[src/rtl/plst_pkg.sv]
// ----------------------------------------------------------------------------
// plst_pkg: shared types and codes
// Operation codes, status codes and sequencer states of the positional list
// store.
// ----------------------------------------------------------------------------
package plst_pkg;

  localparam int unsigned POS_W = 6;
  localparam int unsigned OP_W = 3;
  localparam int unsigned STAT_W = 3;

  typedef enum logic [OP_W-1:0] {
    OP_PUSH_BACK  = 3'd0,
    OP_POP_BACK   = 3'd1,
    OP_INSERT_AT  = 3'd2,
    OP_REMOVE_AT  = 3'd3,
    OP_INSERT_MID = 3'd4,
    OP_REMOVE_MID = 3'd5,
    OP_DUMP       = 3'd6
  } op_t;

  localparam logic [STAT_W-1:0] STAT_OK        = 3'd0;
  localparam logic [STAT_W-1:0] STAT_EMPTY     = 3'd1;
  localparam logic [STAT_W-1:0] STAT_TOO_LARGE = 3'd2;
  localparam logic [STAT_W-1:0] STAT_NEGATIVE  = 3'd3;
  localparam logic [STAT_W-1:0] STAT_FULL      = 3'd4;

  typedef enum logic [2:0] {
    S_IDLE,
    S_INS_RD,
    S_INS_WR,
    S_REM_RD,
    S_REM_WR,
    S_DUMP_RD,
    S_DUMP_OUT
  } state_t;

endpackage

[src/rtl/plst_ram.sv]
// ----------------------------------------------------------------------------
// plst_ram: element storage
// One write port and one read port with registered read data.
// ----------------------------------------------------------------------------
module plst_ram #(
  parameter int unsigned DEPTH      = 16,
  parameter int unsigned DATA_WIDTH = 32
) (
  input  logic                     clk,
  input  logic                     we,
  input  logic [$clog2(DEPTH)-1:0] waddr,
  input  logic [DATA_WIDTH-1:0]    wdata,
  input  logic                     re,
  input  logic [$clog2(DEPTH)-1:0] raddr,
  output logic [DATA_WIDTH-1:0]    rdata
);

  logic [DATA_WIDTH-1:0] mem [DEPTH];
  logic [DATA_WIDTH-1:0] rdata_r;

  always_ff @(posedge clk) begin
    if (we) begin
      mem[waddr] <= wdata;
    end
  end

  always_ff @(posedge clk) begin
    if (re) begin
      rdata_r <= mem[raddr];
    end
  end

  assign rdata = rdata_r;

endmodule

[src/rtl/positional_list_store_top.sv]
// ----------------------------------------------------------------------------
// positional_list_store_top: ordered list with indexed insert and remove
// Push, pop, insert and remove at an index or the middle, and dump, run by a
// small sequencer that moves one element at a time through a simple dual-port
// ram.
// ----------------------------------------------------------------------------
// push, pop, errors, unused codes and empty dump: result in the cycle after the
//   transfer with busy low, so a transfer can be taken every cycle
// insert and remove: busy while elements are moved, one ram read and one ram write
//   per element moved; dump: busy while elements are read out, one result per element
// busy drops in the cycle of the final result, where the next transfer can be taken
// reset clears the count and the sequencer; ram contents are not cleared
module positional_list_store_top
  import plst_pkg::*;
#(
  parameter int unsigned DEPTH      = 16,
  parameter int unsigned DATA_WIDTH = 32
) (
  input  logic                           clk,
  input  logic                           rst_n,
  input  logic                           start,
  output logic                           busy,
  input  logic [OP_W-1:0]                in_operation,
  input  logic signed [POS_W-1:0]        in_position,
  input  logic [DATA_WIDTH-1:0]          in_data_word,
  output logic                           out_strobe,
  output logic [STAT_W-1:0]              out_status,
  output logic [DATA_WIDTH-1:0]          out_element_value,
  output logic [$clog2(DEPTH)-1:0]       out_element_position,
  output logic [$clog2(DEPTH+1)-1:0]     out_count_after,
  output logic                           out_last
);

  localparam int unsigned IDX_W = $clog2(DEPTH);
  localparam int unsigned CNT_W = $clog2(DEPTH + 1);
  localparam int unsigned MAG_W = POS_W - 1;
  localparam int unsigned CMP_W = CNT_W + MAG_W;

  state_t                 state_r, state_nxt;
  logic [CNT_W-1:0]       count_r, count_nxt;
  logic [CNT_W-1:0]       idx_r, idx_nxt;
  logic [CNT_W-1:0]       tgt_r, tgt_nxt;
  logic [DATA_WIDTH-1:0]  data_r, data_nxt;

  logic                   strobe_r;
  logic [STAT_W-1:0]      status_r;
  logic [DATA_WIDTH-1:0]  value_r;
  logic [IDX_W-1:0]       pos_r;
  logic [CNT_W-1:0]       cnt_out_r;
  logic                   last_r;

  logic                   emit;
  logic [STAT_W-1:0]      emit_status;
  logic [DATA_WIDTH-1:0]  emit_value;
  logic [IDX_W-1:0]       emit_pos;
  logic                   emit_last;

  logic                   ram_we, ram_re;
  logic [IDX_W-1:0]       ram_waddr, ram_raddr;
  logic [DATA_WIDTH-1:0]  ram_wdata, ram_rdata;

  logic [CNT_W-1:0]       idx_inc, idx_dec, mid;
  logic [CMP_W-1:0]       pos_ext, cnt_ext, sel_ext;
  logic                   sel_neg, is_full, is_empty;
  logic                   accept;

  assign accept   = start && (state_r == S_IDLE);
  assign idx_inc  = idx_r + CNT_W'(1);
  assign idx_dec  = idx_r - CNT_W'(1);
  assign mid      = count_r >> 1;
  assign is_full  = (count_r == CNT_W'(DEPTH));
  assign is_empty = (count_r == '0);
  assign pos_ext  = {{CNT_W{1'b0}}, in_position[MAG_W-1:0]};
  assign cnt_ext  = {{MAG_W{1'b0}}, count_r};

  // index operand: the given position or the middle
  always_comb begin
    if (in_operation == OP_INSERT_AT || in_operation == OP_REMOVE_AT) begin
      sel_ext = pos_ext;
      sel_neg = in_position[POS_W-1];
    end else begin
      sel_ext = {{MAG_W{1'b0}}, mid};
      sel_neg = 1'b0;
    end
  end

  plst_ram #(
    .DEPTH      (DEPTH),
    .DATA_WIDTH (DATA_WIDTH)
  ) u_ram (
    .clk   (clk),
    .we    (ram_we),
    .waddr (ram_waddr),
    .wdata (ram_wdata),
    .re    (ram_re),
    .raddr (ram_raddr),
    .rdata (ram_rdata)
  );

  always_comb begin
    state_nxt   = state_r;
    count_nxt   = count_r;
    idx_nxt     = idx_r;
    tgt_nxt     = tgt_r;
    data_nxt    = data_r;
    emit        = 1'b0;
    emit_status = STAT_OK;
    emit_value  = '0;
    emit_pos    = '0;
    emit_last   = 1'b1;
    ram_we      = 1'b0;
    ram_waddr   = idx_r[IDX_W-1:0];
    ram_wdata   = data_r;
    ram_re      = 1'b0;
    ram_raddr   = idx_r[IDX_W-1:0];
    case (state_r)
      S_IDLE: begin
        if (accept) begin
          data_nxt = in_data_word;
          case (op_t'(in_operation))
            OP_PUSH_BACK: begin
              emit = 1'b1;
              if (is_full) begin
                emit_status = STAT_FULL;
              end else begin
                ram_we    = 1'b1;
                ram_waddr = count_r[IDX_W-1:0];
                ram_wdata = in_data_word;
                count_nxt = count_r + CNT_W'(1);
              end
            end
            OP_POP_BACK: begin
              emit = 1'b1;
              if (is_empty) begin
                emit_status = STAT_EMPTY;
              end else begin
                count_nxt = count_r - CNT_W'(1);
              end
            end
            OP_INSERT_AT, OP_INSERT_MID: begin
              if (!sel_neg && sel_ext >= cnt_ext) begin
                emit        = 1'b1;
                emit_status = STAT_TOO_LARGE;
              end else if (sel_neg) begin
                emit        = 1'b1;
                emit_status = STAT_NEGATIVE;
              end else if (is_full) begin
                emit        = 1'b1;
                emit_status = STAT_FULL;
              end else begin
                idx_nxt   = count_r;
                tgt_nxt   = sel_ext[CNT_W-1:0];
                state_nxt = S_INS_RD;
              end
            end
            OP_REMOVE_AT, OP_REMOVE_MID: begin
              if (in_operation == OP_REMOVE_MID && is_empty) begin
                emit        = 1'b1;
                emit_status = STAT_EMPTY;
              end else if (!sel_neg && sel_ext >= cnt_ext) begin
                emit        = 1'b1;
                emit_status = STAT_TOO_LARGE;
              end else if (sel_neg) begin
                emit        = 1'b1;
                emit_status = STAT_NEGATIVE;
              end else begin
                idx_nxt   = sel_ext[CNT_W-1:0];
                state_nxt = S_REM_RD;
              end
            end
            OP_DUMP: begin
              if (is_empty) begin
                emit        = 1'b1;
                emit_status = STAT_EMPTY;
              end else begin
                idx_nxt   = '0;
                state_nxt = S_DUMP_RD;
              end
            end
            default: begin
              emit = 1'b1;
            end
          endcase
        end
      end
      // walk down from the back, moving each element up one place
      S_INS_RD: begin
        if (idx_r > tgt_r) begin
          ram_re    = 1'b1;
          ram_raddr = idx_dec[IDX_W-1:0];
          state_nxt = S_INS_WR;
        end else begin
          ram_we    = 1'b1;
          ram_waddr = tgt_r[IDX_W-1:0];
          ram_wdata = data_r;
          count_nxt = count_r + CNT_W'(1);
          emit      = 1'b1;
          state_nxt = S_IDLE;
        end
      end
      S_INS_WR: begin
        ram_we    = 1'b1;
        ram_waddr = idx_r[IDX_W-1:0];
        ram_wdata = ram_rdata;
        idx_nxt   = idx_dec;
        state_nxt = S_INS_RD;
      end
      // walk up from the index, moving each later element down one place
      S_REM_RD: begin
        if (idx_inc < count_r) begin
          ram_re    = 1'b1;
          ram_raddr = idx_inc[IDX_W-1:0];
          state_nxt = S_REM_WR;
        end else begin
          count_nxt = count_r - CNT_W'(1);
          emit      = 1'b1;
          state_nxt = S_IDLE;
        end
      end
      S_REM_WR: begin
        ram_we    = 1'b1;
        ram_waddr = idx_r[IDX_W-1:0];
        ram_wdata = ram_rdata;
        idx_nxt   = idx_inc;
        state_nxt = S_REM_RD;
      end
      S_DUMP_RD: begin
        ram_re    = 1'b1;
        ram_raddr = idx_r[IDX_W-1:0];
        state_nxt = S_DUMP_OUT;
      end
      S_DUMP_OUT: begin
        emit       = 1'b1;
        emit_value = ram_rdata;
        emit_pos   = idx_r[IDX_W-1:0];
        emit_last  = (idx_inc == count_r);
        if (idx_inc == count_r) begin
          state_nxt = S_IDLE;
        end else begin
          idx_nxt   = idx_inc;
          state_nxt = S_DUMP_RD;
        end
      end
      default: begin
        state_nxt = S_IDLE;
      end
    endcase
  end

  always_ff @(posedge clk) begin
    if (!rst_n) begin
      state_r  <= S_IDLE;
      count_r  <= '0;
      strobe_r <= 1'b0;
    end else begin
      state_r  <= state_nxt;
      count_r  <= count_nxt;
      strobe_r <= emit;
    end
  end

  always_ff @(posedge clk) begin
    idx_r     <= idx_nxt;
    tgt_r     <= tgt_nxt;
    data_r    <= data_nxt;
    status_r  <= emit_status;
    value_r   <= emit_value;
    pos_r     <= emit_pos;
    cnt_out_r <= count_nxt;
    last_r    <= emit_last;
  end

  assign busy                 = (state_r != S_IDLE);
  assign out_strobe           = strobe_r;
  assign out_status           = status_r;
  assign out_element_value    = value_r;
  assign out_element_position = pos_r;
  assign out_count_after      = cnt_out_r;
  assign out_last             = last_r;

  a_count_bound: assert property (@(posedge clk) disable iff (!rst_n)
    count_r <= CNT_W'(DEPTH))
    else $error("element count above depth");

  a_count_matches: assert property (@(posedge clk) disable iff (!rst_n)
    strobe_r |-> cnt_out_r == count_r)
    else $error("reported count differs from stored count");

  a_transfer_progress: assert property (@(posedge clk) disable iff (!rst_n)
    accept |=> (busy || strobe_r))
    else $error("transfer produced neither work nor a result");

  a_dump_pos: assert property (@(posedge clk) disable iff (!rst_n)
    strobe_r |-> ({1'b0, pos_r} < CNT_W'(IDX_W'(0)) + cnt_out_r) || cnt_out_r == '0)
    else $error("dump position outside the list");

  a_last_idle: assert property (@(posedge clk) disable iff (!rst_n)
    (strobe_r && last_r) |-> !busy)
    else $error("final result while still busy");

endmodule
[config.mk]
export PLATFORM = sky130hd
export DESIGN_NAME = positional_list_store_top
export DESIGN_NICKNAME = d
export VERILOG_FILES = /design/src/rtl/plst_pkg.sv /design/src/rtl/plst_ram.sv /design/src/rtl/positional_list_store_top.sv
export SDC_FILE = /design/constraint.sdc
export NUM_CORES = 1
export LEC_CHECK = 0
export ABC_AREA = 0
export BUFFER_PORTS_ARGS = -buffer_cell sky130_fd_sc_hd__buf_2
export CORE_MARGIN = 10
export CORE_UTILIZATION = 35
export CTS_BUF_LIST = sky130_fd_sc_hd__clkbuf_2 sky130_fd_sc_hd__clkbuf_4 sky130_fd_sc_hd__clkbuf_8
export DETAILED_ROUTE_END_ITERATION = 16
export HOLD_SLACK_MARGIN = 0.1
export SLEW_MARGIN = 20
export SYNTH_ARGS = -nofsm -noshare
export SYNTH_HDL_FRONTEND = slang
export SYNTH_SLANG_ARGS = --single-unit
[constraint.sdc]
create_clock -name clk -period 12.3 [get_ports clk]
set_clock_uncertainty 0.2 [all_clocks]
set_input_delay 1.845 -clock clk [delete_from_list [all_inputs] [get_ports clk]]
set_output_delay 1.845 -clock clk [all_outputs]
set_load 0.01 [all_outputs]
== Word-level counts from Yosys, hierarchy flattened ==
Memory sizes are Yosys's and may differ from the RTL's. A register that Yosys moved wholly into a read port is not among the register bits.
Cells that the tools add are included.
Storage, ports and cells
  bits in registers: 96
  memories: 1
  memory bits (writable): 512
  word-level logic and storage cells: 138
Operators by class
  muxes and demuxes: 74
  bitwise operators: 3
  order comparisons: 3
  equal/unequal tests: 24
  $add $sub $neg: 4
  reduce and logical (&&, ||, !) cells: 18
Memory list
  u_ram.mem: depth 16, width 32, read ports 1, clocked after memory_dff 1, write ports 1, RTL line plst_ram.sv:18  | logic [DATA_WIDTH-1:0] mem [DEPTH];
Operators with widths (number)
  $mux W32: 3
  $mux W5: 15
  $pmux W32 S2: 1
  $mux W3: 13
  $pmux W5 S3: 2
  $mux W4: 6
  $ne A3 B3 Y1 const B: 7
  $pmux W3 S7: 1
  $pmux W5 S4: 1
  $mux W1: 19
  $eq A3 B3 Y1 const B: 6
  $pmux W4 S2: 2
  $eq A3 B2 Y1 const B: 4
  $pmux W3 S4: 1
  $reduce_and A11 Y1: 1
  $add A5 B1 Y5 const B: 2
  $pmux W5 S2: 1
  $sub A5 B1 Y5 const B: 2
  $pmux W1 S3: 3
  $pmux W3 S3: 1
  $reduce_and A9 Y1: 1
  $mux W2: 4
  $reduce_or A2 Y1: 4
  $eq A3 B1 Y1 const B: 2
  other kinds (18): 24

== Longest topological paths before layout ==
Gate-level depths: netlist of run 1.
  depth after elaboration: 10
  depth in mapped cells: 18
  gate-level depth less buffers: 13

== Cells and area by module ==
From an unflattened synthesis of run 1, not the netlist that was laid out.
Second synthesis, totals
  cells, all modules: 1377
  area, all modules: 25215.4 um^2
By module, submodules not included
  plst_ram: area an instance 20155.6 um^2, times used 1, cells each 838
  positional_list_store_top: area an instance 5059.9 um^2, times used 1, cells each 539

== Worst setup path after synthesis of run 1 ==
OpenSTA, ideal clock, no wires.
  path kind: input to register
  from: input in_operation[2]
  to: memory u_ram.mem[0][0], enable pin
  stages on the path: 9
  slack: 6812 ps
  buffers on the path: 2
  data arrival time: 4866 ps
  library setup time: 421 ps
  cells stage by stage: clkbuf_1 nor2_1 nand3_1 nor3_2 nand2b_1 buf_1 o21ai_0 or2_2 nor2_1
On the way
  cells in the longest elaborated chain, start to end: 6
  elaborated cells between the ends (all ways): 9
  those cells by class: mux: 8; reduce/logical: 1
RTL lines
  from (decl): RTL line positional_list_store_top.sv:23  | input logic [OP_W-1:0] in_operation,
  $logic_not A3 Y1 (*): RTL line positional_list_store_top.sv:120  | case (op_t'(in_operation))
  $mux W1: RTL line positional_list_store_top.sv:120
  $mux W1: RTL line positional_list_store_top.sv:118  | if (accept) begin
  $pmux W1 S3: RTL line positional_list_store_top.sv:116  | case (state_r)
  $mux W1: RTL line plst_ram.sv:22  | if (we) begin
  $mux W1 (not written as such): RTL line plst_ram.sv:23  | mem[waddr] <= wdata;
  to (decl): RTL line plst_ram.sv:18
Every way passes the cells marked *; elsewhere a longest branch is shown, timed or not.

== Final worst setup path of run 1 ==
  from: register idx_r[0]
  to: register u_ram.rdata_r[23], in the netlist u_ram.rdata[23], read port of u_ram.mem (data pin)
On the way
  cells in the longest elaborated chain, start to end: 4
  elaborated cells between the ends (all ways): 10
  those cells by class: add/sub: 2; order compare: 2; mux: 6
RTL lines
  from (decl): RTL line positional_list_store_top.sv:41  | logic [CNT_W-1:0] idx_r, idx_nxt;
  from (signal assigned): RTL line positional_list_store_top.sv:263  | idx_r <= idx_nxt;
  $add A5 B1 Y5: RTL line positional_list_store_top.sv:68  | assign idx_inc = idx_r + CNT_W'(1);
  $lt A5 B5 Y1: RTL line positional_list_store_top.sv:210  | if (idx_inc < count_r) begin
  $mux W1 or $mux W4 (tied branches): RTL line positional_list_store_top.sv:210
  $pmux W1 S3 or $pmux W4 S2 (tied branches): RTL line positional_list_store_top.sv:116
  to (decl): RTL line plst_ram.sv:19  | logic [DATA_WIDTH-1:0] rdata_r;
Several ways; a longest one is shown, not always the timed one.
A chain may end at the register's enable or synchronous reset.

==> results of run 1 <==
-- layout make-up --
class	instances	area [um^2]	share of cell area [%]
diodes	1	2.50	0.00783
clock buffers	137	1700	5.33
clock inverters	53	497	1.55
inverters	55	209	0.653
multi-input cells	1364	8740	27.3
flip-flops and latches	640	18700	58.4
well taps	1050	1310	4.11
repair buffers	138	831	2.60
-- registers in the layout, indices dropped and copies added, names as in the netlist --
register / count
data_r: 32
out_strobe: 1
out_element_value: 32
count_r: 5
idx_r: 5
out_element_position: 4
tgt_r: 5
u_ram.rdata: 32
out_last: 1
out_count_after: 5
u_ram.mem: 512
state_r: 3
out_status: 3
-- critical path: cells and delay by family, from the launching register on --
kind | cells | cell delay (ns)
and+or+nand+nor | 4 | 1.81
AOI/OAI and AO/OA | 3 | 0.57
DFF | 1 | 0.32
adders and majority gates | 2 | 0.83
buffers and inverters | 4 | 2.54
muxes | 1 | 0.42
-- synth_stat cells (5+ instances only) --
library cell  number  area (um^2)
buf_2             20          100
a21boi_0          31          233
a31oi_1           38          238
a2bb2oi_1         31          272
nor2b_1            5         31.3
ha_1              19          238
o21ai_0           85          425
edfxtp_1         586        17600
a211o_1           31          272
a22oi_1           66          495
a222oi_1          33          330
nand2_1          342         1280
a211oi_1          99          743
mux2_2            33          372
a21o_1            40          300
a31o_2            30          263
nor2_1            46          173
and2_1             8         50.1
o221ai_1           7         61.3
nor3_1            11         55.1
clkbuf_1         161          604
and3_1            74          463
buf_1             15         56.3
o211ai_1          67          503
dfxtp_1           54         1080
nand3_1          106          531
o31ai_1           33          248
nand2b_1          10         62.6
a21oi_1           59          295
xnor2_1            5         43.8
inv_1             54          203
-- kinds of logic (layout without fill, tap and decap cells) --
group	Yosys count	count (layout)
DFF	640	640
muxes	35	35
and+or+nand+nor	622	622
adders and majority gates	20	20
xor gates and xnor gates	9	9
other	0	1
buffers and inverters	254	383
AOI/OAI and AO/OA	678	678
-- power breakdown --
| group | switching [mW] | leakage, nW | internal (mW) |
|---|---|---|---|
| sequential | 0.0293 | 5.74 | 2.52 |
| clock | 0.852 | 1.15 | 1.11 |
| combinational | 0.779 | 4.36 | 0.365 |
-- per-stage QoR --
| stage | cells | worst slack [ns] | hold slack [ns] | utilization [%] |
|---|---|---|---|---|
| 2_1_floorplan | 2258 | 6.81 | 0.279 | - |
| 3_3_place_gp | 3246 | 5.51 | 0.308 | 37.5 |
| 3_5_place_dp | 3246 | 5.25 | 0.308 | 37.5 |
| 4_1_cts | 3436 | 5.24 | 0.321 | 40.3 |
| 5_1_grt | 3438 | 4.88 | 0.343 | 40.3 |
| 6_report | 3438 | 5.15 | 0.314 | 40.3 |
-- layer usage --
metal  track usage, %  wire, um  vias to the layer above
met4             7.59      2750                        0
met1             22.0     33800                    10000
met5                0         0                        -
met3             2.44      5150                      156
li1                 -         -                     8806
met2             29.0     39900                      829
-- path summary, 6_finish.rpt --
check / cells past startpoint / end / slack (ns)
max: 14 / u_ram.rdata[23] / 5.15
min: 1 / out_element_value[31] / 0.31
max reg2reg: 14 / u_ram.rdata[23] / 5.15
min reg2reg: 1 / out_element_value[31] / 0.31
==> impl_metrics.py, run 1 <==
metrics = {
    "run_status": {
        "status": "complete, no violations",
    },
    "layout": {
        "fin_nets": 2363,
        "fin_area_um2": 32000,
        "fill_cells": 7293,
        "final_cell_mix": "586 x edfxtp_1, 340 x nand2_1, 108 x clkbuf_8",
        "drive_gt1_share_pct": 17.2,
        "final_common_cell": "edfxtp_1",
        "areaGrowthSynthToFinish_pct": 13.8,
    },
    "worst_setup_path": {
        "worstPathCellList": "buf_4 -> inv_4 -> ha_1 -> ha_1 -> nor2b_1 -> nor2_1 -> o221a_2 -> buf_4 -> nand3_4 -> nand2_4 -> buf_4 -> mux2_2 -> o211ai_1 -> o211ai_1",
        "startpoint_type": "flip-flop",
        "regToRegStartpoint": "idx_r[0]",
        "endpoint_kind": "flip-flop",
        "path_common_cell": "buf_4",
        "cp_slowest_cell": "nand2_4",
        "critPathKind": "reg -> reg",
        "critPathRequiredTime_ns": 12.52,
        "worstPathMaxFanout": 71,
        "cp_data_arrival_time_ns": 7.36,
        "cp-startpoint": "idx_r[0]",
        "cp_slowest_stage_delay_ns": 0.80,
    },
    "clock_network": {
        "post_cts_buffers": 0,
        "cts_hold_buf": 0,
        "numCtsBuffers": 101,
        "ctsResizeCount": 0,
        "clockBufferDepth": 3,
        "cts.sinks": 640,
        "cts_max_level": 3,
        "cts_root_buf": "clkbuf_8",
        "tritoncts": "built",
        "clk_latency_ns": 0.70,
        "clk_pin_slew_ns": 0.07,
    },
    "sta": {
        "period_needed_ns": 7.15,
        "maxSlewViolCount": 0,
        "tightest_slew_ns": 1.17,
        "rsz0062_at_grt": "false",
        "slew_headroom_pct": 21.8,
        "report.final.hold_viol_count": 0,
        "timing.fmax_ghz": 0.140,
        "setup_viol": 0,
        "setup_tns_ns": 0,
        "fin_crit_sh_pct": 58.1,
    },
    "logic_synthesis": {
        "synth_mux_area_share_pct": 1.39,
        "synth_seq_area_share_pct": 66.5,
        "synthCells": 2258,
        "syn_avg_cell_area_um2": 12.4,
        "ys_ff_latch": 640,
        "synth_adder_area_share_pct": 0.882,
        "synth_fp_nets": 2321,
        "ys.flop_type": "edfxtp_1",
        "async_flop_share_pct": 0,
        "synth_xor_area_share_pct": 0.281,
        "synth_compound_area_share_pct": 17.5,
        "synth_top_family_by_area": "compound AO/OA/AOI/OAI gates",
        "synth_edf_count": 586,
        "yosys_warnings": 0,
        "synth_cell_types": 68,
        "syn_area_um2": 28100,
        "synthSimpleGateAreaFrac_pct": 9.93,
    },
    "die": {
        "die-area_um2": 92000,
        "die_width_um": 303,
        "coreArea_um2": 79300,
        "rows": 103,
        "die_h_um": 303,
        "num_io_pins": 91,
        "start_util_pct": 35.5,
    },
    "routing": {
        "post_drt_wl_per_cell_um": 23.7,
        "drt_wl_total_mm": 81.6,
        "avgViaCountPerCell": 5.77,
        "ant_nets": 0,
        "first_iter_violations": 2154,
        "first_pass_iters": 8,
        "num_vias": 19800,
        "drcViolationCount": 0,
    },
    "global_routing": {
        "grt_use_total_pct": 17.3,
        "grt_pass1_wl_mm": 123,
        "grt_overflow": 0,
        "first_global_vias": 19900,
        "grt_max_degree": 86,
        "antenna_found_initial": 1,
    },
    "power": {
        "cellPowerDensity_nw_per_um2": 177,
        "p_leak_nw": 11.3,
        "vdd_drop_max_uv": 80.8,
        "power.total_mw": 5.66,
    },
    "place": {
        "dpl_cell_area_um2": 29700,
        "gp_congestion": 0.811,
        "dp_hpwl_mm": 44.7,
        "port_buffers": 90,
    },
    "flow_run": {
        "maxCapViolations": 0,
    },
    "min_path": {
        "min-delay-start": "u_ram.rdata[31]",
        "hp-class": "reg -> reg",
    },
}
Note: power is estimated with default switching activity, not from simulation.
==> run 2: changes to the inputs <==
--- a/config.mk
+++ b/config.mk
@@ -5,7 +5,7 @@
 export SDC_FILE = /design/constraint.sdc
 export NUM_CORES = 1
 export LEC_CHECK = 0
-export ABC_AREA = 0
+export ABC_AREA = 1
 export BUFFER_PORTS_ARGS = -buffer_cell sky130_fd_sc_hd__buf_2
 export CORE_MARGIN = 10
 export CORE_UTILIZATION = 35
==> constraint.sdc (replaced) <==
create_clock -name clk -period 6 [get_ports clk]
set_clock_uncertainty 0.2 [all_clocks]
set_input_delay 0.9 -clock clk [delete_from_list [all_inputs] [get_ports clk]]
set_output_delay 0.9 -clock clk [all_outputs]
set_load 0.01 [all_outputs]
==> run 2 against run 1 <==
Total power grew 94%. Synthesized area hardly changed. Flip-flop and latch count unchanged. Register-to-register slack worse by 3.8 ns. First-iteration DRC count is 19% lower. Final area down 0.26%. Clock power rose by 94%. Non-clock buffer count grew 17. Utilization fell by 0.10 points. Combinational power increased by 72%. Critical path type unchanged. Critical endpoint is now u_ram.rdata[11]. Largest cell class unchanged.
==> impl_metrics.py, run 2 <==
metrics = {
    "routing": {
        "avgViaCountPerCell": 4.92,
        "first_iter_violations": 1744,
        "ant_nets": 0,
        "drcViolationCount": 0,
        "post_drt_wl_per_cell_um": 19.1,
        "num_vias": 19300,
        "drt_wl_total_mm": 74.8,
        "first_pass_iters": 6,
    },
    "worst_setup_path": {
        "cp-startpoint": "idx_r[0]",
        "startpoint_type": "flip-flop",
        "r2r_slack_ns": 1.31,
        "worstRegToRegCells": 16,
        "worstPathMaxFanout": 65,
        "crit_path_end": "u_ram.rdata[11]",
        "worstReg2RegEnd": "u_ram.rdata[11]",
        "critPathKind": "reg -> reg",
        "critPathRequiredTime_ns": 6.38,
        "cp_data_arrival_time_ns": 5.07,
        "endpoint_kind": "flip-flop",
        "regToRegStartpoint": "idx_r[0]",
    },
    "logic_synthesis": {
        "synth_fp_nets": 2719,
        "yosys-top-cells-count": "604 x nand3_1, 586 x edfxtp_1, 533 x nand2_1",
        "netlist_top_cells_area": "edfxtp_1 63%, nand3_1 11%, nand2_1 7.1%, inv_1 5.7%, dfxtp_1 3.8%",
        "yosys_warnings": 0,
        "synth_seq_area_share_pct": 66.5,
        "syn_avg_cell_area_um2": 10.6,
        "ys.flop_type": "edfxtp_1",
        "syn_area_um2": 28100,
        "synth_most_common_cell": "nand3_1",
        "yosys.area.top_type": "edfxtp_1",
        "synth_edf_count": 586,
        "ys_ff_latch": 640,
        "synth_top_area_share_pct": 62.7,
        "async_flop_share_pct": 0,
        "synthCells": 2656,
        "synth_cell_types": 37,
    },
    "global_routing": {
        "grt_pass1_wl_mm": 113,
        "grt_max_degree": 218,
        "grt_overflow": 0,
        "grt_use_total_pct": 16.1,
        "antenna_found_initial": 3,
        "first_global_vias": 18700,
    },
    "min_path": {
        "hp-class": "in -> reg",
        "min-delay-start": "in_data_word[20]",
    },
    "layout": {
        "fin_nets": 2838,
        "areaGrowthSynthToFinish_pct": 13.6,
        "fill_cells": 7636,
        "drive_gt1_share_pct": 12.7,
        "multi_input_area_um2": 7140,
        "final_common_cell": "nand3_1",
        "largest_register_ffs": 512,
        "largest_register": "u_ram.mem",
        "final_cell_mix": "604 x nand3_1, 586 x edfxtp_1, 530 x nand2_1",
        "regArea_um2": 18700,
    },
    "clock_network": {
        "tritoncts": "built",
        "cts_root_buf": "clkbuf_8",
        "ctsResizeCount": 0,
        "cts.sinks": 640,
        "clk_pin_slew_ns": 0.07,
        "clockBufferDepth": 3,
        "post_cts_buffers": 0,
        "clk_latency_ns": 0.73,
        "numCtsBuffers": 107,
        "cts_max_level": 3,
        "cts_hold_buf": 0,
    },
    "sta": {
        "setup_tns_ns": 0,
        "fin_crit_sh_pct": 78.2,
        "tightest_slew_ns": 1.13,
        "timing.fmax_ghz": 0.213,
        "report.final.hold_viol_count": 0,
        "period_needed_ns": 4.69,
        "setup_viol": 0,
        "slew_headroom_pct": 24.6,
        "finalWorstSetupSlack_ns": 1.31,
        "rsz0062_at_grt": "false",
        "maxSlewViolCount": 0,
    },
    "place": {
        "dp_hpwl_mm": 37.8,
        "port_buffers": 90,
        "place_ws_ns": 1.43,
        "gp_congestion": 0.881,
    },
    "die": {
        "coreArea_um2": 79300,
        "die-area_um2": 92000,
        "die_h_um": 303,
        "die_width_um": 303,
        "start_util_pct": 35.4,
        "num_io_pins": 91,
        "rows": 103,
    },
    "power": {
        "vdd_drop_max_uv": 176,
        "power.total_mw": 11.0,
        "p_leak_nw": 13.2,
        "cellPowerDensity_nw_per_um2": 344,
    },
    "flow_run": {
        "maxCapViolations": 0,
    },
    "run_status": {
        "status": "complete, no violations",
    },
}
==> run 2: logic make-up (layout without fill, tap and decap cells) <==
group | after synthesis | count (layout) | share of synthesized area, %
AND/OR/NAND/NOR | 1312 | 1312 | 21.5
adder cells (fa/ha/maj) | 19 | 19 | 0.846
AO/OA/AOI/OAI | 93 | 93 | 2.08
other | 0 | 1 | 0
XOR/XNOR | 11 | 11 | 0.343
buffers and inverters | 581 | 791 | 8.70
flip-flops | 640 | 640 | 66.5
==> run 2: metrics by stage <==
step	util, %	hold slack (ns)	cells	cell area [um^2]
after floorplan	-	0.251	2656	28100
after global placement	37.3	0.288	3692	29600
after detailed placement	37.4	0.285	3700	29700
after CTS	40.1	0.117	3900	31800
after global routing	40.2	0.132	3917	31900
final	40.2	0.176	3917	31900
==> run 2: how the worst min path moves through the flow <==
stage | depth (start not counted) | end
floorplan | 2 | out_element_value[0]
global placement | 2 | out_element_value[0]
detailed placement | 2 | out_element_value[0]
CTS | 1 | data_r[9]
global route | 1 | data_r[9]
finish | 1 | data_r[20]
==> run 2: worst max-delay path, stage by stage, from the launching register on <==
cell,delay [ns]
edfxtp_1,0.55
inv_1,0.26
ha_1,0.42
ha_1,0.30
nand2_1,0.06
nor2_1,0.05
nand2_1,0.08
nand4_2,0.21
o21ai_1,0.17
nand2_1,0.11
nand2_4,0.08
buf_4,0.66
buf_4,0.77
nand3_1,0.15
nand3_1,0.12
nand3_1,0.10
nand2_1,0.09
==> run 2: area by class of cell <==
class | count | area share [%]
Sequential cell | 640 | 58.6
Tap cell | 1050 | 4.12
Clock inverter | 46 | 0.828
Timing Repair Buffer | 155 | 3.17
Inverter | 436 | 5.14
Clock buffer | 154 | 5.78
Antenna cell | 1 | 0.00785
Multi-Input combinational cell | 1435 | 22.4
==> run 2: routing by layer <==
| metal | vias up | global-route usage [%] | wire length, um |
|---|---|---|---|
| li1 | 9206 | - | - |
| met3 | 140 | 3.13 | 4550 |
| met5 | - | 0 | 13 |
| met1 | 9273 | 20.4 | 32300 |
| met4 | 2 | 5.81 | 2070 |
| met2 | 666 | 26.9 | 35900 |
==> run 2: power breakdown <==
part / internal (mW) / leakage (nW) / switching (mW)
clock network: 2.06 / 1.12 / 1.75
registers: 5.15 / 5.74 / 0.0447
logic: 0.555 / 6.29 / 1.40
total: 7.77 / 13.2 / 3.20
==> run 3: changes to the inputs <==
==> constraint.sdc (replaced) <==
create_clock -name clk -period 4.9 [get_ports clk]
set_clock_uncertainty 0.2 [all_clocks]
set_input_delay 0.735 -clock clk [delete_from_list [all_inputs] [get_ports clk]]
set_output_delay 0.735 -clock clk [all_outputs]
set_load 0.01 [all_outputs]
==> run 3 against run 2 <==
Cell count up 0.92%. Critical path type unchanged. Routed wire length about the same. Total power up 22%.
==> impl_metrics.py, run 3 (same netlist as run 2, synthesis figures left out) <==
metrics = {
    "worst_setup_path": {
        "worstRegToRegCells": 15,
        "cp_data_arrival_time_ns": 4.32,
        "critPathKind": "reg -> reg",
        "worstPathMaxFanout": 75,
        "startpoint_type": "flip-flop",
        "regToRegStartpoint": "idx_r[0]",
        "r2r_slack_ns": 0.84,
        "worstReg2RegEnd": "u_ram.rdata[30]",
        "critPathRequiredTime_ns": 5.16,
        "endpoint_kind": "flip-flop",
    },
    "clock_network": {
        "clockBufferDepth": 3,
        "post_cts_buffers": 0,
        "cts.sinks": 640,
        "tritoncts": "built",
        "ctsResizeCount": 0,
        "clk_pin_slew_ns": 0.07,
        "numCtsBuffers": 102,
        "clk_latency_ns": 0.71,
        "cts_max_level": 3,
        "cts_root_buf": "clkbuf_8",
    },
    "power": {
        "cellPowerDensity_nw_per_um2": 416,
        "p_leak_nw": 13.4,
        "vdd_drop_max_uv": 258,
        "power.total_mw": 13.4,
    },
    "die": {
        "start_util_pct": 35.4,
        "die_width_um": 303,
        "num_io_pins": 91,
        "die_h_um": 303,
        "die-area_um2": 92000,
        "coreArea_um2": 79300,
        "rows": 103,
    },
    "min_path": {
        "hp-class": "in -> reg",
        "min-delay-start": "in_operation[0]",
        "whs_endpoint": "out_status[1]",
        "hold_depth": 4,
    },
    "layout": {
        "utilization_pct": 40.8,
        "multi_input_area_um2": 7140,
        "largest_register": "u_ram.mem",
        "regArea_um2": 18700,
        "stdcell_count": 3953,
        "fill_cells": 7583,
        "fin_nets": 2877,
        "final_cell_mix": "604 x nand3_1, 586 x edfxtp_1, 530 x nand2_1",
        "largest_register_ffs": 512,
        "final_common_cell": "nand3_1",
        "fin_area_um2": 32300,
        "areaGrowthSynthToFinish_pct": 15.1,
        "drive_gt1_share_pct": 13.0,
    },
    "routing": {
        "post_drt_wl_per_cell_um": 18.9,
        "ant_nets": 0,
        "drt_wl_total_mm": 74.9,
        "first_iter_violations": 1573,
        "first_pass_iters": 5,
        "num_vias": 19200,
        "drcViolationCount": 0,
        "avgViaCountPerCell": 4.85,
    },
    "global_routing": {
        "grt_busiest_layer": "met2",
        "antenna_found_initial": 3,
        "grt_use_total_pct": 16.2,
        "first_global_vias": 18700,
        "met2_usage_pct": 27.7,
        "grt_overflow": 0,
        "grt_pass1_wl_mm": 114,
        "grt_max_degree": 188,
        "grtUsageMet3_pct": 3.21,
        "gr-usage-met1_pct": 20.0,
    },
    "sta": {
        "maxSlewViolCount": 0,
        "finalWorstSetupSlack_ns": 0.839,
        "timing.hold.ws_ns": 0.203,
        "tightest_slew_ns": 1.10,
        "period_needed_ns": 4.06,
        "slew_headroom_pct": 26.3,
        "report.final.hold_viol_count": 0,
        "fin_crit_sh_pct": 82.9,
        "setup_tns_ns": 0,
        "rsz0062_at_grt": "false",
        "setup_viol": 0,
        "timing.fmax_ghz": 0.246,
    },
    "place": {
        "place_ws_ns": 0.836,
        "dp_cells": 3710,
        "dp_hpwl_mm": 39.4,
        "port_buffers": 90,
        "gp_congestion": 0.827,
        "dpl_cell_area_um2": 29800,
    },
    "flow_run": {
        "maxCapViolations": 0,
    },
    "run_status": {
        "status": "complete, no violations",
    },
}
[run 3: cell count changes in the layout (fill, tap and decap cells not counted), moves of 3 or more]
cell	previous run	this run
buf_12	6	10
buf_4	46	55
clkbuf_4	56	59
clkinv_1	28	20
clkinv_2	10	5
dlygate4sd3_1	0	33
[run 3: timing repair]
item | CTS | global route
endpoints found under the hold margin | 33 | 0
endpoints found under the setup margin | 0 | 0
hold buffers | 33 | 0
[run 3: power breakdown]
group          leakage [nW]  internal (mW)  total (mW)  switching (mW)
Combinational          6.50          0.719        2.44            1.72
Clock                  1.11           2.51        4.63            2.12
Sequential             5.74           6.31        6.36          0.0546
[run 3: worst max-delay path, cell delays in order, from the launching register on]
cell      delay (ns)
edfxtp_1        0.54
ha_1            0.29
nand3_1         0.10
xor2_1          0.23
ha_1            0.29
a21oi_1         0.25
nand4_2         0.26
nand2_2         0.26
nand2_8         0.09
nand2_8         0.42
buf_4           0.42
nand2_1         0.09
nand3_1         0.09
nand3_1         0.09
nand3_1         0.10
nand2_1         0.07
[run 3: per-layer routing]
metal  share of wire [%]  wire [um]
met5               0.031         23
met4                 2.9       2190
met3                 6.0       4470
met2                  49      36700
met1                  42      31500
[run 3: how the worst max path moves through the flow]
stage | start | to | slack (ns)
floorplan | start | u_ram.mem[0][0] | 0.27
global placement | idx_r[0] | u_ram.rdata[28] | 0.93
detailed placement | in_operation[2] | idx_r[3] | 0.84
CTS | idx_r[0] | u_ram.rdata[30] | 0.85
global route | idx_r[0] | u_ram.rdata[28] | 0.54
finish | idx_r[0] | u_ram.rdata[30] | 0.84
[run 3: final cells by class]
cell class,instances,share of cell area [%]
multi-input cells,1435,22.1
inverters,436,5.07
flip-flops and latches,640,57.8
diodes,1,0.00774
well taps,1050,4.07
repair buffers,199,4.55
clock inverters,31,0.561
clock buffers,161,5.87
